===== src/hw/rtl/pccp_pkg.sv =====
// pccp_pkg: shared types and constants of the polygon cull, clip and project block
// used by pccp_div and polygon_cull_clip_project; no dependencies
package pccp_pkg;

    localparam int MAX_VERTICES_DEF = 16;
    localparam int FRAC_BITS_DEF    = 16;

    localparam int VAL_W      = 32;
    localparam int VEC_W      = 3 * VAL_W;
    localparam int COEF_SLOTS = 24;
    localparam int COEF_AW    = 5;

    // shared divider: wide dividend, 32-bit divisor
    localparam int DVD_W = 64;
    localparam int DVS_W = 32;

    // configuration port
    localparam int CFG_IDX_W  = 3;
    localparam int CFG_DATA_W = 31;

    localparam logic [CFG_IDX_W-1:0] CFG_HALF_WIDTH  = 3'd0;
    localparam logic [CFG_IDX_W-1:0] CFG_HALF_HEIGHT = 3'd1;
    localparam logic [CFG_IDX_W-1:0] CFG_OFFSET_X    = 3'd2;
    localparam logic [CFG_IDX_W-1:0] CFG_OFFSET_Y    = 3'd3;
    localparam logic [CFG_IDX_W-1:0] CFG_NEAR_PLANE  = 3'd4;

    localparam logic [28:0]        HALF_WIDTH_RST  = 29'd26214400;
    localparam logic [28:0]        HALF_HEIGHT_RST = 29'd19660800;
    localparam logic signed [29:0] OFFSET_X_RST    = 30'sd26214400;
    localparam logic signed [29:0] OFFSET_Y_RST    = 30'sd19660800;
    localparam logic [30:0]        NEAR_PLANE_RST  = 31'd66191;

    // input item codes
    localparam logic OP_COEF   = 1'b0;
    localparam logic OP_VERTEX = 1'b1;

    typedef struct packed {
        logic done;
        logic busy;
    } t_div_stat;

endpackage


===== src/hw/rtl/pccp_div.sv =====
// pccp_div: restoring unsigned divider, one quotient bit per cycle
// depends on pccp_pkg (widths, t_div_stat)
module pccp_div (
    input  logic                      i_clk,
    input  logic                      i_rst_n,
    input  logic                      i_start,
    input  logic [pccp_pkg::DVD_W-1:0] i_dividend,
    input  logic [pccp_pkg::DVS_W-1:0] i_divisor,
    output logic [pccp_pkg::DVD_W-1:0] o_quotient,
    output pccp_pkg::t_div_stat        o_stat
);

    localparam int DVD_W = pccp_pkg::DVD_W;
    localparam int DVS_W = pccp_pkg::DVS_W;
    localparam int CNT_W = $clog2(DVD_W + 1);

    logic [DVD_W-1:0] r_dvd;
    logic [DVS_W-1:0] r_dvs;
    logic [DVS_W-1:0] r_rem;
    logic [CNT_W-1:0] r_cnt;
    logic             r_busy;
    logic             r_done;

    logic [DVS_W+1:0] trial;

    // shift in the next dividend bit and try the subtract
    assign trial = {1'b0, r_rem, r_dvd[DVD_W-1]} - {2'b00, r_dvs};

    always_ff @(posedge i_clk) begin
        if (!i_rst_n) begin
            r_busy <= 1'b0;
            r_done <= 1'b0;
            r_cnt  <= '0;
        end else begin
            r_done <= 1'b0;
            if (i_start) begin
                r_dvd  <= i_dividend;
                r_dvs  <= i_divisor;
                r_rem  <= '0;
                r_cnt  <= CNT_W'(DVD_W);
                r_busy <= 1'b1;
            end else if (r_busy) begin
                if (!trial[DVS_W+1]) begin
                    r_rem <= trial[DVS_W-1:0];
                    r_dvd <= {r_dvd[DVD_W-2:0], 1'b1};
                end else begin
                    r_rem <= {r_rem[DVS_W-2:0], r_dvd[DVD_W-1]};
                    r_dvd <= {r_dvd[DVD_W-2:0], 1'b0};
                end
                r_cnt <= r_cnt - 1'b1;
                if (r_cnt == CNT_W'(1)) begin
                    r_busy <= 1'b0;
                    r_done <= 1'b1;
                end
            end
        end
    end

    assign o_quotient  = r_dvd;
    assign o_stat.done = r_done;
    assign o_stat.busy = r_busy;

endmodule


===== config.mk =====
export PLATFORM = sky130hd
export DESIGN_NAME = pccp_div
export DESIGN_NICKNAME = d
export VERILOG_FILES = /design/src/hw/rtl/pccp_pkg.sv /design/src/hw/rtl/pccp_div.sv
export SDC_FILE = /design/constraint.sdc
export NUM_CORES = 1
export LEC_CHECK = 0
export BUFFER_PORTS_ARGS = -buffer_cell sky130_fd_sc_hd__buf_2
export CAP_MARGIN = 20
export CORE_ASPECT_RATIO = 1.75
export CORE_MARGIN = 2
export CORE_UTILIZATION = 59
export CTS_CLUSTER_DIAMETER = 120
export DETAILED_ROUTE_END_ITERATION = 8
export GPL_TIMING_DRIVEN = 0
export PLACE_DENSITY_LB_ADDON = 0.12
export RECOVER_POWER = 25
export SKIP_CTS_REPAIR_TIMING = 1
export SLEW_MARGIN = 30
export SYNTH_ARGS = -nofsm -noshare
export SYNTH_HDL_FRONTEND = slang
export SYNTH_SLANG_ARGS = --single-unit

===== constraint.sdc =====
create_clock -name i_clk -period 6.05 [get_ports i_clk]
set_input_delay 0.605 -clock i_clk [delete_from_list [all_inputs] [get_ports i_clk]]
set_output_delay 0.605 -clock i_clk [all_outputs]
set_load 0.005 [all_outputs]

==> run_results.csv <==
group,metric,value,unit
finish,antenna_cells,0,
timing,timing.final.max_slew_violations,0,
logic_synthesis,synth_sequential_area_ratio,55.2,%
timing,max_freq,275,MHz
clock_network,clockRootBuffer,"clkbuf_16",
routing,dr.first_iter.drc_count,249,
logic_synthesis,postSynthNetCount,721,
timing,setup_viol,0,
timing,min_period_over_period,60.1,%
routing,postRouteWirelength,17200,um
logic_synthesis,synth_flop_cell,"edfxtp_1",
power,p_per_area,318,nW/um^2
timing,rsz_0062_raised_after_global_routing,"no",
setup_path,timing.critical_path.fanout_max,10,
placed_design,hpwl,12500,um
setup_path,type_of_element_launching_the_critical_path,"register",
power,p_sw,0.798,mW
power,max-vdd-ir-drop,0.000218,V
timing,finalClockSkew,7.82,ps
setup_path,worst-endpoint-arrival,3830,ps
global_route,wire_length_of_the_first_global_routing_pass,27400,um
global_route,antenna_found_initial,0,
die,chipWidth,88.0,um
setup_path,crit_type,"register to register",
global_route,grt_pass1_vias,5868,
logic_synthesis,post_synth_instance_area,7290,sq um
die,start_util,60.7,%
die,core_area,12000,sq um
timing,tns,0,ps
outcome,status,"finished, final reports clean",
clock_network,clock_path_buffers,2,
min_path,min-delay-path-class,"primary input to register",
timing,worst_pin_slew,1010,ps
routing,wl_per_cell,18.1,um
clock_network,clk_latency_worst_skew_pair,420,ps
placed_design,dp_slack,2500,ps
clock_network,cts.sink_count,137,
routing,route.antenna.remaining_nets,0,
die,number_of_rows_created_at_floorplan,53,
finish,layoutNonFillerInstCount,950,
logic_synthesis,synthDominantCellAreaShare,52.7,%
setup_path,timing.critical_path.cells,"ha_1 > nor2b_2 > o2111ai_2 > a311o_1 > a31oi_4 > a311oi_2 > o31ai_1 > buf_2 > buf_2 > nor2_1 > a211oi_1",
setup_path,worst_path_max_delay_cell,"a311o_1",
setup_path,worst_setup_path_end_kind,"register",
routing,drtPass1Iterations,4,
finish,layout-area-overhead-vs-synth,23.2,%
logic_synthesis,average_cell_area_after_synthesis,12.4,sq um
clock_network,htree_levels,4,
placed_design,port_buffers,163,
clock_network,clock_tree_from_tritoncts,"built",
placed_design,post-place-cells,918,
timing,hold_viol,0,
finish,layout-drive-gt1-share,33.6,%
setup_path,critical_path.n_buffers_inverters,2,
setup_path,cp.required,6240,ps
die,boundaryPins,165,
logic_synthesis,yosys.area.top_type,"edfxtp_1",
global_route,grtUsageTotal,26.8,%
power,power_frac_seq,41.0,%
setup_path,critical-path-max-stage-delay,490,ps
power,intPower,2.06,mW
finish,nets,906,
setup_path,critPathMostFrequentCell,"buf_2",
global_route,grt.overflow.total,0,
timing,slew-limit-headroom,32.5,%
die,dieHeight,151,um
logic_synthesis,synth-warning-count,0,
setup_path,cpLargestDelayFamily,"compound AO/OA/AOI/OAI gates",
timing,fin_crit,3640,ps
logic_synthesis,synth_edf_count,128,
logic_synthesis,synth_top_cells_by_area,"edfxtp_1 (53%), mux2_2 (9.9%), ha_1 (5.8%)",
finish,utilization,74.8,%
logic_synthesis,netlist_instances,587,
power,p_sw_share,27.9,%
die,design.die.area,13300,sq um
routing,drc_violations_left,0,
routing,num_vias,5438,
global_route,maximum_number_of_pins_on_one_net_before_global_route_repair,43,
clock_network,numCtsBuffers,17,
power,power.clock.fraction,38.2,%
timing,post-route-worst-setup-slack,2410,ps
logic_synthesis,synth.ff_latch_count,137,
power,combinationalPowerShare,20.8,%
logic_synthesis,cell_variety_after_synth,56,
clock_network,cts.clk_slew.worst_paths,60,ps
routing,route.detailed.vias_per_inst,5.72,
placed_design,gp_congestion,0.968,
power,p_leak,3.73,nW
logic_synthesis,synth_async_sr_flop_share,0,%
run,timing.max_cap.violations,0,
cell families after synthesis:
family | synth area share, %
AND/OR/NAND/NOR | 8.50
multiplexers | 12.2
flip-flops | 55.2
adder cells (fa/ha/maj) | 6.11
XOR/XNOR | 3.85
buffers and inverters | 3.57
AO/OA/AOI/OAI | 10.5
layout make-up:
| type | instances | area (sq um) |
|---|---|---|
| clock inverters | 14 | 188 |
| inverters | 43 | 161 |
| multi-input cells | 385 | 3010 |
| flip-flops and latches | 137 | 4020 |
| plain buffers | 22 | 98.8 |
| clock buffers | 18 | 429 |
| fillers | 804 | 3020 |
| well taps | 165 | 206 |
| repair buffers | 166 | 861 |
through the flow:
step | hold slack, ps | power, mW | cell area (sq um)
6_report | 360 | 2.86 | 8980
3_3_place_gp | 478 | 1.75 | 8310
4_1_cts | 346 | 2.87 | 9000
3_5_place_dp | 505 | 1.78 | 8390
5_1_grt | 348 | 2.97 | 8980
2_1_floorplan | 469 | 1.60 | 7290
cell usage in the layout (no fill, tap or decap), types with 17 or more instances in the layout:
cell type / instances
buf_2: 149
a21oi_1: 32
clkbuf_16: 17
clkbuf_1: 31
nor2_1: 49
mux2i_1: 17
mux2_2: 64
inv_1: 43
ha_1: 34
xnor2_1: 22
edfxtp_1: 128
state kept, by name (all words and copies together), names as in the netlist:
name,cells
r_done,1
r_busy,1
o_quotient,64
r_rem,32
r_dvs,32
r_cnt,7
cell usage after synthesis, types with 5 or more instances:
library cell	count
dfxtp_1	9
clkbuf_1	13
a211oi_1	10
nand3_1	7
inv_1	43
nor3_1	13
edfxtp_1	128
o31ai_1	6
xnor2_1	22
nor2_1	49
o21ai_0	14
nand2_1	16
nand4_1	13
o21a_1	5
mux2_2	64
ha_1	34
xor2_1	10
a21o_1	16
mux2i_1	17
a21oi_1	32
metal layers:
layer	wire length, um	up-vias	track usage (%)
met5	0	-	0
met2	9470	202	47.9
met3	900	37	6.21
met4	433	0	13.6
li1	-	2576	-
met1	6380	2623	29.1
worst paths after layout:
check / slack (ps) / to / cells past startpoint / start
hold reg to reg: 560 / r_busy / 1 / r_cnt[6]
setup / recovery: 2410 / r_rem[17] / 11 / r_rem[0]
hold / removal: 360 / r_dvs[13] / 1 / i_divisor[13]
setup reg to reg: 2410 / r_rem[17] / 11 / r_rem[0]
power groups by stage:
stage / registers [mW] / logic (mW) / clock network [mW]
floorplan: 1.19 / 0.414 / 0
global placement: 1.19 / 0.561 / 0
detailed placement: 1.19 / 0.586 / 0
CTS: 1.17 / 0.594 / 1.10
global route: 1.18 / 0.655 / 1.13
finish: 1.17 / 0.595 / 1.09
Note: power is estimated with default switching activity, not from simulation.
