[config.mk]
export PLATFORM = sky130hd
export DESIGN_NAME = pccp_ram
export DESIGN_NICKNAME = d
export VERILOG_FILES = /design/src/hw/rtl/pccp_ram.sv
export SDC_FILE = /design/constraint.sdc
export NUM_CORES = 1
export LEC_CHECK = 0
export BUFFER_PORTS_ARGS = -buffer_cell sky130_fd_sc_hd__buf_4
export CAP_MARGIN = 20
export CORE_MARGIN = 1
export CORE_UTILIZATION = 55
export DETAILED_ROUTE_END_ITERATION = 7
export GPL_TIMING_DRIVEN = 0
export PLACE_DENSITY = 0.73
export SYNTH_ARGS = -nofsm -noshare
export SYNTH_HDL_FRONTEND = slang
export SYNTH_SLANG_ARGS = --single-unit
[constraint.sdc]
create_clock -name i_clk -period 3.25 [get_ports i_clk]
set_input_delay 0.325 -clock i_clk [delete_from_list [all_inputs] [get_ports i_clk]]
set_output_delay 0.325 -clock i_clk [all_outputs]
set_load 0.01 [all_outputs]
[src/hw/rtl/pccp_ram.sv]
// pccp_ram: generic one-write, one-read RAM with registered read data
// depends on nothing
module pccp_ram #(
    parameter int WIDTH = 32,
    parameter int DEPTH = 16,
    localparam int AW   = (DEPTH > 1) ? $clog2(DEPTH) : 1
) (
    input  logic             i_clk,
    input  logic             i_we,
    input  logic [AW-1:0]    i_waddr,
    input  logic [WIDTH-1:0] i_wdata,
    input  logic [AW-1:0]    i_raddr,
    output logic [WIDTH-1:0] o_rdata
);

    logic [WIDTH-1:0] r_mem [DEPTH];
    logic [WIDTH-1:0] r_rdata;

    always_ff @(posedge i_clk) begin
        if (i_we) begin
            r_mem[i_waddr] <= i_wdata;
        end
        r_rdata <= r_mem[i_raddr];
    end

    assign o_rdata = r_rdata;

endmodule

==> out/results.txt, run 1 <==
Worst vdd ir - 663 µV
WP data required - 3520 ps
Seq cells post-synth - 544
Resized Gates After CTS - 0
Largest net degree at the start of global routing - 24
Clock Tree Buf Depth - 3
Slew Viols, Final - 0
First-pass GRT wire length - 60800 µm
Post-synth EDFFs - 512
Final net count - 1030
Pwr per Cell Area - 644 nW/µm²
Pint - 12.1 mW
Final min period - 1810 ps
DRC errors left - 0
WP data arrival - 2080 ps
Post-synthesis sequential area ratio - 80.7%
Mapped Area - 19900 µm²
Rel. slew slack - 24.8%
Overall routing resource usage - 23.4%
Clock power share - 42.6%
Placer congestion estimate - 0.722
Fill count - 2211
Post-synthesis cell type count - 18
Status - finished clean
Design area - 23400 µm²
Via/cell ratio - 6.24
Main area contributors after synthesis - edfxtp_1 (77%), mux4_2 (15%), dfxtp_1 (3.2%)
Synth area leader - edfxtp_1
Critical-path top delay cell - nor3_2
TritonCTS clock tree - yes
Die Ht - 192 µm
Combinational power share - 5.1%
Syn_area_per_cell - 23.7 µm²
NetSw - 3.02 mW
Drt pass-1 iters - 5
Power Total - 15.1 mW
Port bufs - 71
Sw frac - 20.0%
Post-synth ARST share - 0%
Num CTS Buffers - 53
Grt ovf - 0
CTS clk-pin slew, worst paths - 60 ps
IO Count - 74
Max_cap viols - 0
Initial Utilization - 55.8%
CP Launch Type - primary input
RSZ-0062 raised after global routing - no
Vias after detailed routing - 9321
DR iter-0 viols - 1052
HPWL after detailed placement - 25400 µm
Die area - 36900 µm²
Largest stage delay, worst path - 950 ps
Worst hold margin - 34.6 ps
Initial antenna violation count - 1
Vias in the first global route - 9489
Crit-path cells - buf_4 -> nand3b_1 -> nor3_2 -> buf_6
Worst reg2reg setup slack - 1870 ps
CP Class - in2reg
Final hold vios - 0
Sink Count - 544
Clk Latency, worst-skew pair - 580 ps
Ys Warns - 0
Ys flop type - edfxtp_1
Top Family by Delay on Critical Path - simple AND/OR/NAND/NOR gates
Row cnt - 69
Core area - 35600 µm²
Leakage - 7.59 nW
Part of the power in registers - 52.3%
Max Fclk - 0.554 GHz
Worst path bufs/invs - 2
Final Cycle Share - 55.6%
Ant diodes - 0
Min-delay worst type - in2reg
Clock Skew - 16.3 ps
Post-DP Area - 21500 µm²
Setup Buffers After CTS - 0
Die W - 192 µm
Share of cells above drive strength 1 - 33.2%
Syn Nets - 880
ANT nets after route - 0
Area Overhead vs Synth - 17.9%
Max Fanout on Critical Path - 10
Setup violations, final - 0
Worst-Margin Slew - 1120 ps
Detailed Route WL - 41400 µm
Root buf cell - clkbuf_16
Cts hold-fix bufs - 0
Post-synth top area share - 77.4%
Per-cell routed wire length - 27.7 µm
Syn Inst Count - 838
Nature of the critical path endpoint - flop
H-tree levels - 2
-- power by group through the flow --
| stage | clock network [mW] | logic, mW | registers, mW |
|---|---|---|---|
| finish | 6.42 | 0.772 | 7.88 |
| floorplan | 0 | 0.377 | 8.05 |
| global placement | 0 | 0.728 | 8.03 |
| global route | 6.76 | 0.826 | 7.89 |
| CTS | 6.50 | 0.782 | 7.88 |
| detailed placement | 0 | 0.777 | 8.03 |
-- cell usage in the layout, fill, tap and decap left out, drive strengths merged --
cell type	netlist	layout
edfxtp	512	512
mux4	128	128
buf	26	121
clkbuf	17	95
a22oi	64	64
nand2	33	33
dfxtp	32	32
nor2	13	13
clkinv	0	10
bufinv	0	7
nor3	4	4
inv	0	4
nor2b	2	2
nand3b	2	2
nand2b	2	2
and2	1	1
nand3	1	1
or3b	1	1
clkinvlp	0	1
-- cells by family after synthesis --
| logic type | after synthesis | synth area share (%) |
|---|---|---|
| flops | 544 | 80.7 |
| buf+inv | 43 | 1.12 |
| mux | 128 | 14.5 |
| compound gates | 64 | 2.42 |
| simple gates | 59 | 1.27 |
-- per-stage QoR --
step | setup slack [ps] | std cells | utilization, % | TNS, ps
after global routing | 1400 | 1494 | 65.8 | 0
final | 1440 | 1494 | 65.8 | 0
after floorplan | 45.7 | 838 | - | 0
after CTS | 1480 | 1494 | 65.8 | 0
after global placement | -2600 | 1370 | 59.0 | -551080
after detailed placement | 868 | 1394 | 60.6 | 0
-- cells in the mapped netlist (2+ instances only) --
master and count:
a22oi_1 64, buf_1 9, buf_2 4, buf_4 11
buf_6 2, clkbuf_1 17, dfxtp_1 32, edfxtp_1 512
mux4_2 128, nand2_1 33, nand2b_1 2, nand3b_1 2
nor2_1 13, nor2b_1 2, nor3_1 4
-- per-layer routing --
layer	global-route usage (%)	wire [µm]	vias to the layer above
met3	4.62	4230	69
met1	33.8	16400	4865
li1	-	-	3881
met4	5.69	772	2
met2	37.3	20000	504
met5	0	13	-
-- flip-flops by register name, summed over array words and instances, names as in the netlist --
signal / count
o_rdata: 32
r_mem: 512
-- path summary, 6_finish.rpt --
| path | from | end | cells after the start |
|---|---|---|---|
| min reg2reg | r_mem[12][12] | o_rdata[12] | 3 |
| max | i_waddr[3] | r_mem[4][18] | 4 |
| max reg2reg | r_mem[10][21] | o_rdata[21] | 3 |
| min | i_wdata[29] | r_mem[12][29] | 1 |
-- area by class of cell --
class | count | area [µm²] | area share (%)
flip-flops and latches | 544 | 16000 | 68.4
clock inverters | 22 | 318 | 1.36
well taps | 461 | 577 | 2.46
multi-input cells | 251 | 3730 | 15.9
repair buffers | 95 | 991 | 4.23
plain buffers | 43 | 223 | 0.952
clock buffers | 78 | 1550 | 6.62
(Power assumes the default switching activity.)
==> run 2: changes to the inputs <==
- CORE_UTILIZATION: 55 -> 61
- PLACE_DENSITY: 0.73 -> 0.77
- clock period: 3.25 -> 1.7 ns (I/O delays scaled with it)
==> run 2 against run 1 <==
- critical path depth increased by 1
- first-iteration DRC count increased by 7.3%
- total power increased by 84%
- largest cell class unchanged
- sequential share of layout area decreased by 0.29 points
==> out/results.txt, run 2 (synthesized netlist as in run 1, its figures left out) <==
Die Ht - 182 µm (was 192 µm)
Critical path depth - 5 (was 4)
Worst reg2reg setup slack - 190 ps (was 1870 ps)
Clock Skew - 10.2 ps (was 16.3 ps)
Reg2Reg Depth - 3 (unchanged)
Largest Register - r_mem (unchanged)
Clock Tree Buf Depth - 3 (unchanged)
Die W - 182 µm (was 192 µm)
Worst hold margin - 103 ps (was 34.6 ps)
Overall routing resource usage - 27.5% (was 23.4%)
CP Launch Type - primary input (unchanged)
Clk Latency, worst-skew pair - 560 ps (was 580 ps)
ANT nets after route - 0 (unchanged)
Nature of the critical path endpoint - flop (unchanged)
Detailed Route WL - 44300 µm (was 41400 µm)
First-pass GRT wire length - 64300 µm (was 60800 µm)
CTS clk-pin slew, worst paths - 60 ps (about the same)
Final net count - 1059 (was 1030)
WP data required - 1960 ps (was 3520 ps)
Pwr per Cell Area - 1180 nW/µm² (was 644 nW/µm²)
DRC errors left - 0 (unchanged)
Drt pass-1 iters - 7 (was 5)
Share of cells above drive strength 1 - 31.9% (was 33.2%)
Crit path launch - i_waddr[3] (unchanged)
RSZ-0062 raised after global routing - no (unchanged)
DR iter-0 viols - 1129 (was 1052)
Max_cap viols - 0 (unchanged)
Ant diodes - 0 (unchanged)
Final min period - 1650 ps
Grt ovf - 0 (unchanged)
Leakage - 7.63 nW (was 7.59 nW)
Post-DP Area - 21500 µm² (about the same)
Placer congestion estimate - 0.738 (was 0.722)
Via/cell ratio - 6.50 (was 6.24)
Fin util - 73.9% (was 65.8%)
Largest stage delay, worst path - 780 ps (was 950 ps)
Min-delay worst type - in2reg (unchanged)
Most frequent CP cell - buf_16
Initial antenna violation count - 0 (was 1)
HPWL after detailed placement - 25200 µm (was 25400 µm)
Hold path cells - 2 (was 1)
Worst setup margin - 54.5 ps (was 1440 ps)
Critical-path top delay cell - nor3_4 (was nor3_2)
Per-cell routed wire length - 29.7 µm (was 27.7 µm)
Sink Count - 544 (unchanged)
Setup violations, final - 0 (unchanged)
TritonCTS clock tree - yes (unchanged)
RR Startpoint - r_mem[11][21] (was r_mem[10][21])
Max Fanout on Critical Path - 12 (was 10)
Slew Viols, Final - 0 (unchanged)
Max Fclk - 0.608 GHz
IO Count - 74 (unchanged)
Worst path bufs/invs - 3 (was 2)
Initial Utilization - 62.4% (was 55.8%)
Core area - 31800 µm² (was 35600 µm²)
WP data arrival - 1910 ps (was 2080 ps)
Crit-path cells - buf_4 -> nand3b_1 -> nor3_4 -> buf_16 -> buf_16 (was buf_4 -> nand3b_1 -> nor3_2 -> buf_6)
Reg-to-reg critical path endpoint - o_rdata[21] (unchanged)
Largest net degree at the start of global routing - 25 (was 24)
Final hold vios - 0 (unchanged)
Root buf cell - clkbuf_16 (unchanged)
Most common cell after layout, fill and taps aside - edfxtp_1 (unchanged)
CP Class - in2reg (unchanged)
Num CTS Buffers - 52 (was 53)
Dpl ws - -559 ps (was 868 ps)
HP Start - i_waddr[1] (was i_wdata[29])
Port bufs - 71 (unchanged)
Largest register FFs - 512 (unchanged)
H-tree levels - 2 (unchanged)
Worst-Margin Slew - 897 ps (was 1120 ps)
Vias in the first global route - 10100 (was 9489)
Design area - 23500 µm² (was 23400 µm²)
Final Cycle Share - 96.8%
Vias after detailed routing - 9711 (was 9321)
Area Overhead vs Synth - 18.4% (was 17.9%)
Top Family by Delay on Critical Path - simple AND/OR/NAND/NOR gates (unchanged)
Most frequent cells in the layout - edfxtp_1 (512), mux4_2 (128), buf_4 (83) (was edfxtp_1 (512), mux4_2 (128), buf_4 (82))
Rel. slew slack - 40.2% (was 24.8%)
Worst Setup EP - r_mem[4][27] (was r_mem[4][18])
Row cnt - 65 (was 69)
Status - finished clean (unchanged)
Worst vdd ir - 909 µV (was 663 µV)
Die area - 33300 µm² (was 36900 µm²)
Final setup TNS - 0 ps (unchanged)
==> run 2: how the worst min path moves through the flow <==
stage / end / slack, ps
floorplan: r_mem[0][0] / 270
global placement: r_mem[9][12] / 460
detailed placement: r_mem[8][31] / 470
CTS: r_mem[12][20] / 80
global route: r_mem[12][20] / 90
finish: r_mem[12][15] / 100
==> run 2: report_power, final <==
part	leakage, nW	switching [mW]	internal [mW]
combinational	1.91	0.864	0.695
clock	0.818	4.76	6.38
sequential	4.89	0.0975	15.0
total	7.63	5.72	22.1
==> run 2: timing repair <==
action / in CTS / in global routing
buffers inserted: 1 / 0
hold buffers: 32 / 0
pin swaps: 1 / 0
setup endpoints to repair: 10 / 1
hold endpoints to repair: 512 / 0
resized for setup: 0 / 1
==> run 2: stage by stage <==
step | total power, mW | cells
after floorplan | 16.1 | 838
after global placement | 16.7 | 1344
after detailed placement | 16.8 | 1365
after CTS | 27.9 | 1493
after global routing | 28.5 | 1493
final | 27.8 | 1493
==> run 2: cell type report <==
| cell class | count | area (µm²) |
|---|---|---|
| plain buffers | 43 | 229 |
| flip-flops and latches | 544 | 16000 |
| repair buffers | 125 | 1300 |
| clock buffers | 74 | 1530 |
| well taps | 435 | 544 |
| fillers | 1699 | 8290 |
| clock inverters | 21 | 139 |
| multi-input cells | 251 | 3750 |
==> run 2: routing by layer <==
layer,share of wire [%],GRT usage (%),vias up,wire length [µm]
li1,-,-,3936,-
met1,37,35.7,5049,16500
met2,52,47.9,630,23100
met3,7.6,4.09,96,3370
met4,2.9,10.1,0,1280
met5,0,0,-,0
